--- config.mk ---
export PLATFORM = sky130hd
export DESIGN_NAME = delta_run_length_decoder_flat
export DESIGN_NICKNAME = d
export VERILOG_FILES = /design/src/rtl/drld_pkg.sv /design/src/rtl/drld_if.sv /design/src/rtl/drld_front.sv /design/src/rtl/drld_fifo.sv /design/src/rtl/drld_back.sv /design/src/rtl/delta_run_length_decoder.sv /design/src/flat_wrapper.sv
export SDC_FILE = /design/constraint.sdc
export NUM_CORES = 1
export LEC_CHECK = 0
export BUFFER_PORTS_ARGS = -buffer_cell sky130_fd_sc_hd__buf_2
export CORE_ASPECT_RATIO = 0.8
export CORE_UTILIZATION = 33
export DETAILED_ROUTE_END_ITERATION = 6
export HOLD_SLACK_MARGIN = 0.1
export PLACE_DENSITY = 0.47
export SLEW_MARGIN = 10
export SYNTH_ARGS = -nofsm -noshare
export SYNTH_HDL_FRONTEND = slang
export SYNTH_SLANG_ARGS = --single-unit
export TNS_END_PERCENT = 5
--- constraint.sdc ---
create_clock -name clk -period 12.5 [get_ports clk]
set_input_delay 0.625 -clock clk [delete_from_list [all_inputs] [get_ports clk]]
set_output_delay 0.625 -clock clk [all_outputs]
set_load 0.02 [all_outputs]
--- src/rtl/drld_pkg.sv ---
// Shared types, codes and constants of the delta run-length decoder
`default_nettype none

package drld_pkg;

	localparam int unsigned CONFIRM_BYTES_DEF = 8;
	localparam int unsigned QUEUE_DEPTH       = 2;
	localparam int unsigned CAP_W             = 24;
	localparam int unsigned COUNT_W           = 32;

	localparam logic [1:0] CMD_BYTE    = 2'd0;
	localparam logic [1:0] CMD_PULL    = 2'd1;
	localparam logic [1:0] CMD_END     = 2'd2;
	localparam logic [1:0] CMD_RESTART = 2'd3;

	localparam logic [2:0] ST_BUSY     = 3'd0;
	localparam logic [2:0] ST_OK       = 3'd1;
	localparam logic [2:0] ST_TRUNC    = 3'd2;
	localparam logic [2:0] ST_OVERRUN  = 3'd3;
	localparam logic [2:0] ST_MISMATCH = 3'd4;

	typedef enum logic [1:0] {
		OP_BYTE,
		OP_PULL,
		OP_END,
		OP_RESTART
	} op_t;

	typedef struct packed {
		op_t        op;
		logic [7:0] data;
	} q_entry_t;

endpackage

`default_nettype wire

--- src/rtl/drld_if.sv ---
// Word channel interfaces: compressed input, decoded result and capacity write
`default_nettype none

interface drld_in_if;
	logic       valid;
	logic       ready;
	logic [1:0] cmd;
	logic [7:0] in_byte;

	modport source(output valid, cmd, in_byte, input ready);
	modport sink(input valid, cmd, in_byte, output ready);
endinterface

interface drld_out_if;
	logic        valid;
	logic        ready;
	logic [7:0]  out_byte;
	logic        out_valid;
	logic        byte_taken;
	logic [2:0]  decode_status;
	logic [31:0] bytes_consumed;

	modport source(output valid, out_byte, out_valid, byte_taken, decode_status,
		bytes_consumed, input ready);
	modport sink(input valid, out_byte, out_valid, byte_taken, decode_status,
		bytes_consumed, output ready);
endinterface

interface drld_cfg_if;
	logic        valid;
	logic        ready;
	logic [23:0] data;

	modport source(output valid, data, input ready);
	modport sink(input valid, data, output ready);
endinterface

`default_nettype wire

--- src/rtl/drld_front.sv ---
// Front end: takes input words and classifies the command into a queue entry
`default_nettype none

module drld_front (
	drld_in_if.sink           in_ch,
	input  wire logic         q_ready,
	output logic              q_push,
	output drld_pkg::q_entry_t q_wdata
);

	drld_pkg::op_t op;

	always_comb begin
		case (in_ch.cmd)
			drld_pkg::CMD_BYTE:    op = drld_pkg::OP_BYTE;
			drld_pkg::CMD_PULL:    op = drld_pkg::OP_PULL;
			drld_pkg::CMD_END:     op = drld_pkg::OP_END;
			drld_pkg::CMD_RESTART: op = drld_pkg::OP_RESTART;
			default:               op = drld_pkg::OP_RESTART;
		endcase
	end

	assign in_ch.ready  = q_ready;
	assign q_push       = in_ch.valid && q_ready;
	assign q_wdata.op   = op;
	// byte only matters for byte commands
	assign q_wdata.data = (op == drld_pkg::OP_BYTE) ? in_ch.in_byte : 8'd0;

endmodule

`default_nettype wire

--- src/rtl/drld_fifo.sv ---
// Short queue between front and back end
`default_nettype none

module drld_fifo #(
	parameter int unsigned DEPTH = drld_pkg::QUEUE_DEPTH
) (
	input  wire logic               clk,
	input  wire logic               arst_n,
	input  wire logic               push,
	input  wire drld_pkg::q_entry_t wdata,
	output logic                    ready,
	input  wire logic               pop,
	output logic                    not_empty,
	output drld_pkg::q_entry_t      rdata
);

	localparam int unsigned AW = (DEPTH > 1) ? $clog2(DEPTH) : 1;
	localparam int unsigned CW = $clog2(DEPTH + 1);

	drld_pkg::q_entry_t mem_q [DEPTH];
	logic [AW-1:0] wptr_q;
	logic [AW-1:0] rptr_q;
	logic [CW-1:0] count_q;

	function automatic logic [AW-1:0] ptr_inc(input logic [AW-1:0] p);
		ptr_inc = (p == AW'(DEPTH - 1)) ? '0 : p + AW'(1);
	endfunction

	assign ready     = (count_q != CW'(DEPTH));
	assign not_empty = (count_q != '0);
	assign rdata     = mem_q[rptr_q];

	always_ff @(posedge clk or negedge arst_n) begin
		if (!arst_n) begin
			wptr_q  <= '0;
			rptr_q  <= '0;
			count_q <= '0;
		end else begin
			if (push)
				wptr_q <= ptr_inc(wptr_q);
			if (pop)
				rptr_q <= ptr_inc(rptr_q);
			if (push && !pop)
				count_q <= count_q + CW'(1);
			else if (pop && !push)
				count_q <= count_q - CW'(1);
		end
	end

	always_ff @(posedge clk) begin
		if (push)
			mem_q[wptr_q] <= wdata;
	end

endmodule

`default_nettype wire

--- src/rtl/drld_back.sv ---
// Back end: decode state machine, capacity register and result register
`default_nettype none

module drld_back #(
	parameter int unsigned CONFIRM_BYTES = drld_pkg::CONFIRM_BYTES_DEF
) (
	input  wire logic               clk,
	input  wire logic               arst_n,
	input  wire logic               q_not_empty,
	input  wire drld_pkg::q_entry_t q_rdata,
	output logic                    q_pop,
	drld_cfg_if.sink                cfg,
	drld_out_if.source              out_ch
);

	localparam int unsigned WW  = 8 * CONFIRM_BYTES;
	localparam int unsigned CIW = $clog2(CONFIRM_BYTES);

	typedef enum logic [2:0] {
		PH_HDR_LO,
		PH_HDR_HI,
		PH_RAW,
		PH_DELTA,
		PH_VALUE,
		PH_EMIT,
		PH_CONFIRM,
		PH_DONE
	} phase_t;

	phase_t       phase_q, phase_d;
	logic [7:0]   hdr_lo_q, hdr_lo_d;
	logic [15:0]  rem_q, rem_d;
	logic [7:0]   delta_q, delta_d;
	logic [7:0]   value_q, value_d;
	logic [23:0]  produced_q, produced_d;
	logic [31:0]  consumed_q, consumed_d;
	logic [WW-1:0] confirm_q, confirm_d;
	logic [CIW-1:0] cidx_q, cidx_d;
	logic [2:0]   status_q, status_d;
	logic [23:0]  cap_q;

	logic         oval_q;
	logic [7:0]   obyte_q, obyte_d;
	logic         oflag_q, oflag_d;
	logic         otaken_q, otaken_d;

	logic [14:0]  len;
	logic [15:0]  emit;
	logic [24:0]  sum;
	logic [WW-1:0] word_new;
	logic [7:0]   b;

	assign cfg.ready     = 1'b1;
	assign q_pop         = q_not_empty && (!oval_q || out_ch.ready);
	assign b             = q_rdata.data;
	assign len           = {b[6:0], hdr_lo_q};
	assign emit          = {1'b0, len} + 16'(b[7]);
	assign sum           = {1'b0, produced_q} + 25'(emit);
	assign word_new      = {b, confirm_q[WW-1:8]};

	always_comb begin
		phase_d    = phase_q;
		hdr_lo_d   = hdr_lo_q;
		rem_d      = rem_q;
		delta_d    = delta_q;
		value_d    = value_q;
		produced_d = produced_q;
		consumed_d = consumed_q;
		confirm_d  = confirm_q;
		cidx_d     = cidx_q;
		status_d   = status_q;
		obyte_d    = 8'd0;
		oflag_d    = 1'b0;
		otaken_d   = 1'b0;
		case (q_rdata.op)
			drld_pkg::OP_RESTART: begin
				phase_d    = PH_HDR_LO;
				hdr_lo_d   = '0;
				rem_d      = '0;
				delta_d    = '0;
				value_d    = '0;
				produced_d = '0;
				consumed_d = '0;
				confirm_d  = '0;
				cidx_d     = '0;
				status_d   = drld_pkg::ST_BUSY;
			end
			drld_pkg::OP_END: begin
				if (phase_q != PH_DONE) begin
					status_d = drld_pkg::ST_TRUNC;
					phase_d  = PH_DONE;
				end
			end
			drld_pkg::OP_PULL: begin
				if (phase_q == PH_EMIT) begin
					obyte_d    = value_q;
					oflag_d    = 1'b1;
					value_d    = value_q + delta_q;
					produced_d = produced_q + 24'd1;
					rem_d      = rem_q - 16'd1;
					if (rem_q == 16'd1)
						phase_d = PH_HDR_LO;
				end
			end
			drld_pkg::OP_BYTE: begin
				if (phase_q != PH_EMIT && phase_q != PH_DONE) begin
					otaken_d = 1'b1;
					case (phase_q)
						PH_HDR_LO: begin
							hdr_lo_d = b;
							phase_d  = PH_HDR_HI;
						end
						PH_HDR_HI: begin
							consumed_d = consumed_q + 32'd2;
							if (len == '0) begin
								confirm_d = '0;
								cidx_d    = '0;
								phase_d   = PH_CONFIRM;
							end else if (sum > {1'b0, cap_q}) begin
								status_d = drld_pkg::ST_OVERRUN;
								phase_d  = PH_DONE;
							end else begin
								rem_d   = emit;
								phase_d = b[7] ? PH_DELTA : PH_RAW;
							end
						end
						PH_RAW: begin
							obyte_d    = b;
							oflag_d    = 1'b1;
							consumed_d = consumed_q + 32'd1;
							produced_d = produced_q + 24'd1;
							rem_d      = rem_q - 16'd1;
							if (rem_q == 16'd1)
								phase_d = PH_HDR_LO;
						end
						PH_DELTA: begin
							delta_d = b;
							phase_d = PH_VALUE;
						end
						PH_VALUE: begin
							value_d    = b;
							consumed_d = consumed_q + 32'd2;
							phase_d    = PH_EMIT;
						end
						PH_CONFIRM: begin
							confirm_d = word_new;
							cidx_d    = cidx_q + CIW'(1);
							if (cidx_q == CIW'(CONFIRM_BYTES - 1)) begin
								phase_d  = PH_DONE;
								status_d = (word_new == WW'(consumed_q)) ?
									drld_pkg::ST_OK : drld_pkg::ST_MISMATCH;
							end
						end
						default: begin
							otaken_d = 1'b0;
						end
					endcase
				end
			end
			default: begin
				phase_d = phase_q;
			end
		endcase
	end

	always_ff @(posedge clk or negedge arst_n) begin
		if (!arst_n) begin
			phase_q    <= PH_HDR_LO;
			hdr_lo_q   <= '0;
			rem_q      <= '0;
			delta_q    <= '0;
			value_q    <= '0;
			produced_q <= '0;
			consumed_q <= '0;
			confirm_q  <= '0;
			cidx_q     <= '0;
			status_q   <= drld_pkg::ST_BUSY;
			cap_q      <= '1;
			oval_q     <= 1'b0;
			obyte_q    <= '0;
			oflag_q    <= 1'b0;
			otaken_q   <= 1'b0;
		end else begin
			if (cfg.valid)
				cap_q <= cfg.data;
			if (q_pop) begin
				phase_q    <= phase_d;
				hdr_lo_q   <= hdr_lo_d;
				rem_q      <= rem_d;
				delta_q    <= delta_d;
				value_q    <= value_d;
				produced_q <= produced_d;
				consumed_q <= consumed_d;
				confirm_q  <= confirm_d;
				cidx_q     <= cidx_d;
				status_q   <= status_d;
				obyte_q    <= obyte_d;
				oflag_q    <= oflag_d;
				otaken_q   <= otaken_d;
				oval_q     <= 1'b1;
			end else if (out_ch.ready) begin
				oval_q <= 1'b0;
			end
		end
	end

	assign out_ch.valid          = oval_q;
	assign out_ch.out_byte       = obyte_q;
	assign out_ch.out_valid      = oflag_q;
	assign out_ch.byte_taken     = otaken_q;
	assign out_ch.decode_status  = status_q;
	assign out_ch.bytes_consumed = consumed_q;

endmodule

`default_nettype wire

--- src/rtl/delta_run_length_decoder.sv ---
// Top level of the delta run-length decoder
// Every input word (byte, pull, end or restart) yields exactly one result word, in order.
// One word is taken per clock when the output side keeps up. A word taken at the input
// sits in the two-entry command queue until the decode stage pops it; the decode stage's
// state update then writes the result register, and that update sets the rate. The queue
// and the result register let input and output stall independently. The capacity register
// may be written at any time but should only change while no decoding is outstanding.
`default_nettype none

module delta_run_length_decoder #(
	parameter int unsigned CONFIRM_BYTES = drld_pkg::CONFIRM_BYTES_DEF
) (
	input  wire logic  clk,
	input  wire logic  arst_n,
	drld_in_if.sink    in_ch,
	drld_out_if.source out_ch,
	drld_cfg_if.sink   cfg
);

	logic               q_push;
	logic               q_ready;
	logic               q_pop;
	logic               q_not_empty;
	drld_pkg::q_entry_t q_wdata;
	drld_pkg::q_entry_t q_rdata;

	drld_front u_front (
		.in_ch   (in_ch),
		.q_ready (q_ready),
		.q_push  (q_push),
		.q_wdata (q_wdata)
	);

	drld_fifo #(
		.DEPTH(drld_pkg::QUEUE_DEPTH)
	) u_fifo (
		.clk       (clk),
		.arst_n    (arst_n),
		.push      (q_push),
		.wdata     (q_wdata),
		.ready     (q_ready),
		.pop       (q_pop),
		.not_empty (q_not_empty),
		.rdata     (q_rdata)
	);

	drld_back #(
		.CONFIRM_BYTES(CONFIRM_BYTES)
	) u_back (
		.clk         (clk),
		.arst_n      (arst_n),
		.q_not_empty (q_not_empty),
		.q_rdata     (q_rdata),
		.q_pop       (q_pop),
		.cfg         (cfg),
		.out_ch      (out_ch)
	);

endmodule

`default_nettype wire

--- src/flat_wrapper.sv ---
// flat-port wrapper written by rule: the top's interface ports become plain ports
module delta_run_length_decoder_flat 
#(
	parameter int unsigned CONFIRM_BYTES = drld_pkg::CONFIRM_BYTES_DEF
)
  (clk, arst_n, in_ch_valid, in_ch_cmd, in_ch_in_byte, in_ch_ready, out_ch_valid, out_ch_out_byte, out_ch_out_valid, out_ch_byte_taken, out_ch_decode_status, out_ch_bytes_consumed, out_ch_ready, cfg_valid, cfg_data, cfg_ready);
  drld_in_if in_ch_i ();
  drld_out_if out_ch_i ();
  drld_cfg_if cfg_i ();
  input  wire logic clk;
  input  wire logic arst_n;
  input wire logic [$bits(in_ch_i.valid)-1:0] in_ch_valid;
  input wire logic [$bits(in_ch_i.cmd)-1:0] in_ch_cmd;
  input wire logic [$bits(in_ch_i.in_byte)-1:0] in_ch_in_byte;
  output wire logic [$bits(in_ch_i.ready)-1:0] in_ch_ready;
  output wire logic [$bits(out_ch_i.valid)-1:0] out_ch_valid;
  output wire logic [$bits(out_ch_i.out_byte)-1:0] out_ch_out_byte;
  output wire logic [$bits(out_ch_i.out_valid)-1:0] out_ch_out_valid;
  output wire logic [$bits(out_ch_i.byte_taken)-1:0] out_ch_byte_taken;
  output wire logic [$bits(out_ch_i.decode_status)-1:0] out_ch_decode_status;
  output wire logic [$bits(out_ch_i.bytes_consumed)-1:0] out_ch_bytes_consumed;
  input wire logic [$bits(out_ch_i.ready)-1:0] out_ch_ready;
  input wire logic [$bits(cfg_i.valid)-1:0] cfg_valid;
  input wire logic [$bits(cfg_i.data)-1:0] cfg_data;
  output wire logic [$bits(cfg_i.ready)-1:0] cfg_ready;
  assign in_ch_i.valid = in_ch_valid;
  assign in_ch_i.cmd = in_ch_cmd;
  assign in_ch_i.in_byte = in_ch_in_byte;
  assign in_ch_ready = in_ch_i.ready;
  assign out_ch_valid = out_ch_i.valid;
  assign out_ch_out_byte = out_ch_i.out_byte;
  assign out_ch_out_valid = out_ch_i.out_valid;
  assign out_ch_byte_taken = out_ch_i.byte_taken;
  assign out_ch_decode_status = out_ch_i.decode_status;
  assign out_ch_bytes_consumed = out_ch_i.bytes_consumed;
  assign out_ch_i.ready = out_ch_ready;
  assign cfg_i.valid = cfg_valid;
  assign cfg_i.data = cfg_data;
  assign cfg_ready = cfg_i.ready;
  delta_run_length_decoder #(.CONFIRM_BYTES(CONFIRM_BYTES)) u_core (.clk(clk), .arst_n(arst_n), .in_ch(in_ch_i), .out_ch(out_ch_i), .cfg(cfg_i));
endmodule
==> out/results.tsv <==
stage	metric	value	unit
run_status	status	complete, no violations	
critical_path	CP Launch Type	flip-flop	
timing	min cycle time layout	6.66	ns
grt	total grt overflow	0	
power_and_ir_drop	P_leak	6.48	nW
timing	fin. max-slew vios	0	
timing	Final WS setup	5.84	ns
grt	initial antenna violation count	0	
power_and_ir_drop	Int Power	1.76	mW
timing	worst rel slew slack	28.6	%
cts	Worst-Skew Late Latency	0.55	ns
synth	Synth cell types	62	
synth	synthesized area per cell	9.04	um2
timing	Setup Viol. Count Final	0	
synth	share of flip-flops with an asynchronous set or reset	90.9	%
detailed_routing	antenna-violating nets left	0	
grt	largest net degree at the start of global routing	119	
grt	Top Usage Layer GRT	met1	
cts	Root Buffer	clkbuf_16	
synth	YS warnings	0	
timing	hold_ws	0.117	ns
critical_path	r2r endpoint	u_core.u_back.rem_q[0]$_DFFE_PN0P_	
critical_path	critical path class	flip-flop to flip-flop	
critical_path	critical path required time	12.95	ns
cts	cells resized by post-CTS repair	0	
grt	first-pass GRT wire length	55000	um
hold_path	Worst Hold Class	input pin to async pin	
cts	Clock Pin Slew Worst Setup and Hold Paths	0.06	ns
placement	Area after DPL	0.0134	mm2
floorplan	die width	219	um
power_and_ir_drop	Final Total Pwr	2.94	mW
placement	Final GP Congestion	0.869	
synth	Syn Nets	1476	
synth	cells after synthesis	1371	
cts	TritonCTS clock tree	done	
power_and_ir_drop	proportion of power drawn by combinational gates	38.1	%
power_and_ir_drop	pwr/cell area	205	mW/mm2
final_layout	Finished Cell Area	0.0143	mm2
floorplan	Die H	175	um
synth	Netlist Area Pre-Place	0.0124	mm2
timing	RSZ-0062 raised after global routing	no	
power_and_ir_drop	peak supply drop	0.148	mV
timing	setup TNS after final layout	0	ns
critical_path	critical path endpoint category	flip-flop	
final_layout	antenna cells	0	
final_layout	Area Growth Syn to Fin	15.6	%
timing	Peak Freq	150	MHz
timing	Worst-Margin Slew	1.07	ns
job	MaxCap Viol Count	0	
grt	met1 Track Usage GR	29.1	%
grt	Total Routing Usage GR	18.1	%
synth	register area share after synthesis	45.5	%
grt	met2 usage	24.4	%
detailed_routing	drt drc	0	
critical_path	WP data arrival	7.12	ns
cts	CTS Buffer Depth	3	
detailed_routing	DR vias/cell	5.08	
floorplan	I/O pin count	87	
detailed_routing	Pre-Repair DR Iteration Count	5	
grt	GR Util met3	3.01	%
power_and_ir_drop	Seq pwr share	33.0	%
critical_path	r2r startpoint	u_core.u_fifo.rptr_q$_DFFE_PN0P_	
placement	dpl hpwl	24800	um
timing	clk_skew	0.0143	ns
placement	IO Port Bufs	85	
critical_path	r2r setup slk	5.84	ns
power_and_ir_drop	switching pwr	1.18	mW
floorplan	die area	0.0384	mm2
power_and_ir_drop	clock share of power	28.9	%
grt	vias in the first global route	9476	
floorplan	# rows	63	
detailed_routing	routed wire length	34100	um
cts	postcts setup bufs	0	
final_layout	fillcell total	3806	
power_and_ir_drop	Net Sw Frac	40.2	%
critical_path	Worst R2R Path Depth	23	
cts	CTS Hold Bufs	0	
critical_path	CP max FO	17	
detailed_routing	initial DRC count	783	
floorplan	starting density of the core	33.5	%
placement	pre-CTS WS	5.91	ns
final_layout	share of cells above drive strength 1	13.9	%
final_layout	Nets	1550	
synth	number of synthesized flops with an enable pin	20	
cts	H-tree lvl count	1	
synth	ys flop type	dfrtp_1	
timing	Fin. Hold Viols	0	
timing	Tcrit/Tclk final	53.3	%
detailed_routing	total number of vias	9914	
synth	Yosys reg bits	220	
floorplan	core area	0.0370	mm2
detailed_routing	wire per inst	17.4	um
cts	clock sink count	220	
cts	cts bufs inserted	26	
registers in the layout (all words and copies together) (netlist names), 2 cells and up:
| register | count |
|---|---|
| u_core.u_back.cidx_q | 3 |
| u_core.u_back.cap_q | 24 |
| u_core.u_back.out_ch.bytes_consumed | 32 |
| u_core.u_back.confirm_q | 56 |
| u_core.u_back.hdr_lo_q | 8 |
| u_core.u_back.value_q | 8 |
| u_core.u_back.delta_q | 8 |
| u_core.u_fifo.count_q | 2 |
| u_core.u_back.phase_q | 3 |
| u_core.u_fifo.mem_q | 20 |
| u_core.u_back.out_ch.decode_status | 3 |
| u_core.u_back.rem_q | 16 |
| u_core.u_back.out_ch.out_byte | 8 |
| u_core.u_back.produced_q | 24 |
worst max-delay path, stage by stage, from the launching register on:
cell and delay (ns):
dfrtp_1 0.72, mux2i_1 0.25, buf_4 0.19, inv_1 0.09, ha_1 0.21, and3_1 0.21
and3_1 0.21, xor2_1 0.16, ha_1 0.38, a2111o_1 0.46, o21ai_0 0.36, a21oi_1 0.16
nor2_1 0.29, nor2_1 0.10, xor2_1 0.16, ha_1 0.32, a21o_1 0.19, a21oi_1 0.14
o221ai_1 0.15, o211ai_1 0.70, a31oi_1 0.17, buf_4 0.24, nand2b_1 0.44, o21ai_0 0.29
cell families (layout without fill, tap and decap cells):
group,Yosys count,count (layout),synth area share (%)
adders and majority gates,66,66,6.78
buffers and inverters,114,208,3.53
and+or+nand+nor,517,517,18.8
muxes,31,31,2.73
other,1,1,0.0302
AOI/OAI and AO/OA,306,306,14.5
DFF,220,220,45.5
xor gates and xnor gates,116,116,8.20
worst max path at each step:
stage	start	end	slack [ns]	cells past startpoint
global route	u_core.u_fifo.rptr_q$_DFFE_PN0P_	u_core.u_back.rem_q[12]$_DFFE_PN0P_	5.35	23
floorplan	u_core.u_fifo.rptr_q$_DFFE_PN0P_	u_core.u_back.rem_q[0]$_DFFE_PN0P_	6.92	25
finish	u_core.u_fifo.rptr_q$_DFFE_PN0P_	u_core.u_back.rem_q[0]$_DFFE_PN0P_	5.84	23
CTS	u_core.u_fifo.rptr_q$_DFFE_PN0P_	u_core.u_back.rem_q[0]$_DFFE_PN0P_	5.91	23
global placement	u_core.u_fifo.rptr_q$_DFFE_PN0P_	u_core.u_back.rem_q[13]$_DFFE_PN0P_	6.08	23
detailed placement	u_core.u_fifo.rptr_q$_DFFE_PN0P_	u_core.u_back.rem_q[11]$_DFFE_PN0P_	5.91	23
cell usage in the layout, fill, tap and decap left out, drive strengths merged, types with 22 or more instances in the layout:
cell	instances
a21oi	65
xnor2	57
dfstp	24
nor2	121
mux2	22
ha	64
clkbuf	36
inv	57
o21ai	155
nor4	22
buf	102
nand4	28
xor2	59
nand3	28
dfrtp	176
nor3	34
nand2	220
per-stage QoR:
step | cells | utilization (%)
final | 1952 | 38.7
after global routing | 1952 | 38.7
after CTS | 1952 | 38.7
after detailed placement | 1904 | 36.1
after global placement | 1904 | 36.1
after floorplan | 1371 | -
synthesized netlist by cell type (20+ instances only):
master      n  area (um2)
a21oi_1    65         325
clkbuf_1   50         188
dfrtp_1   176        4400
dfstp_2    24         631
edfxtp_1   20         601
ha_1       64         801
inv_1      56         210
mux2_2     22         248
nand2_1   219         822
nand3_1    28         140
nand4_1    28         175
nor2_1    121         454
nor3_1     34         170
nor4_1     22         138
o21ai_0   149         746
xnor2_1    57         499
xor2_1     59         517
power groups by stage:
stage          Combinational, mW  Sequential, mW  Clock, mW
5_1_grt                     1.25           0.988      0.902
4_1_cts                     1.12           0.968      0.876
3_3_place_gp                1.12           0.979          0
3_5_place_dp                1.12           0.979          0
2_1_floorplan              0.761           0.959          0
6_report                    1.12           0.970      0.850
final cells by class:
class	count	area (um2)	area share (%)
Clock buffer	35	736	5.13
Sequential cell	220	5640	39.3
Timing Repair Buffer	103	569	3.97
Multi-Input combinational cell	1037	6350	44.3
Tap cell	487	609	4.25
Clock inverter	13	216	1.51
Inverter	57	214	1.49
per-layer routing:
| layer | share of wire [%] | vias up |
|---|---|---|
| met4 | 2.2 | 0 |
| met1 | 53 | 4728 |
| li1 | - | 4925 |
| met2 | 39 | 213 |
| met5 | 0 | - |
| met3 | 5.4 | 48 |
Note: power is estimated with default switching activity, not from simulation.
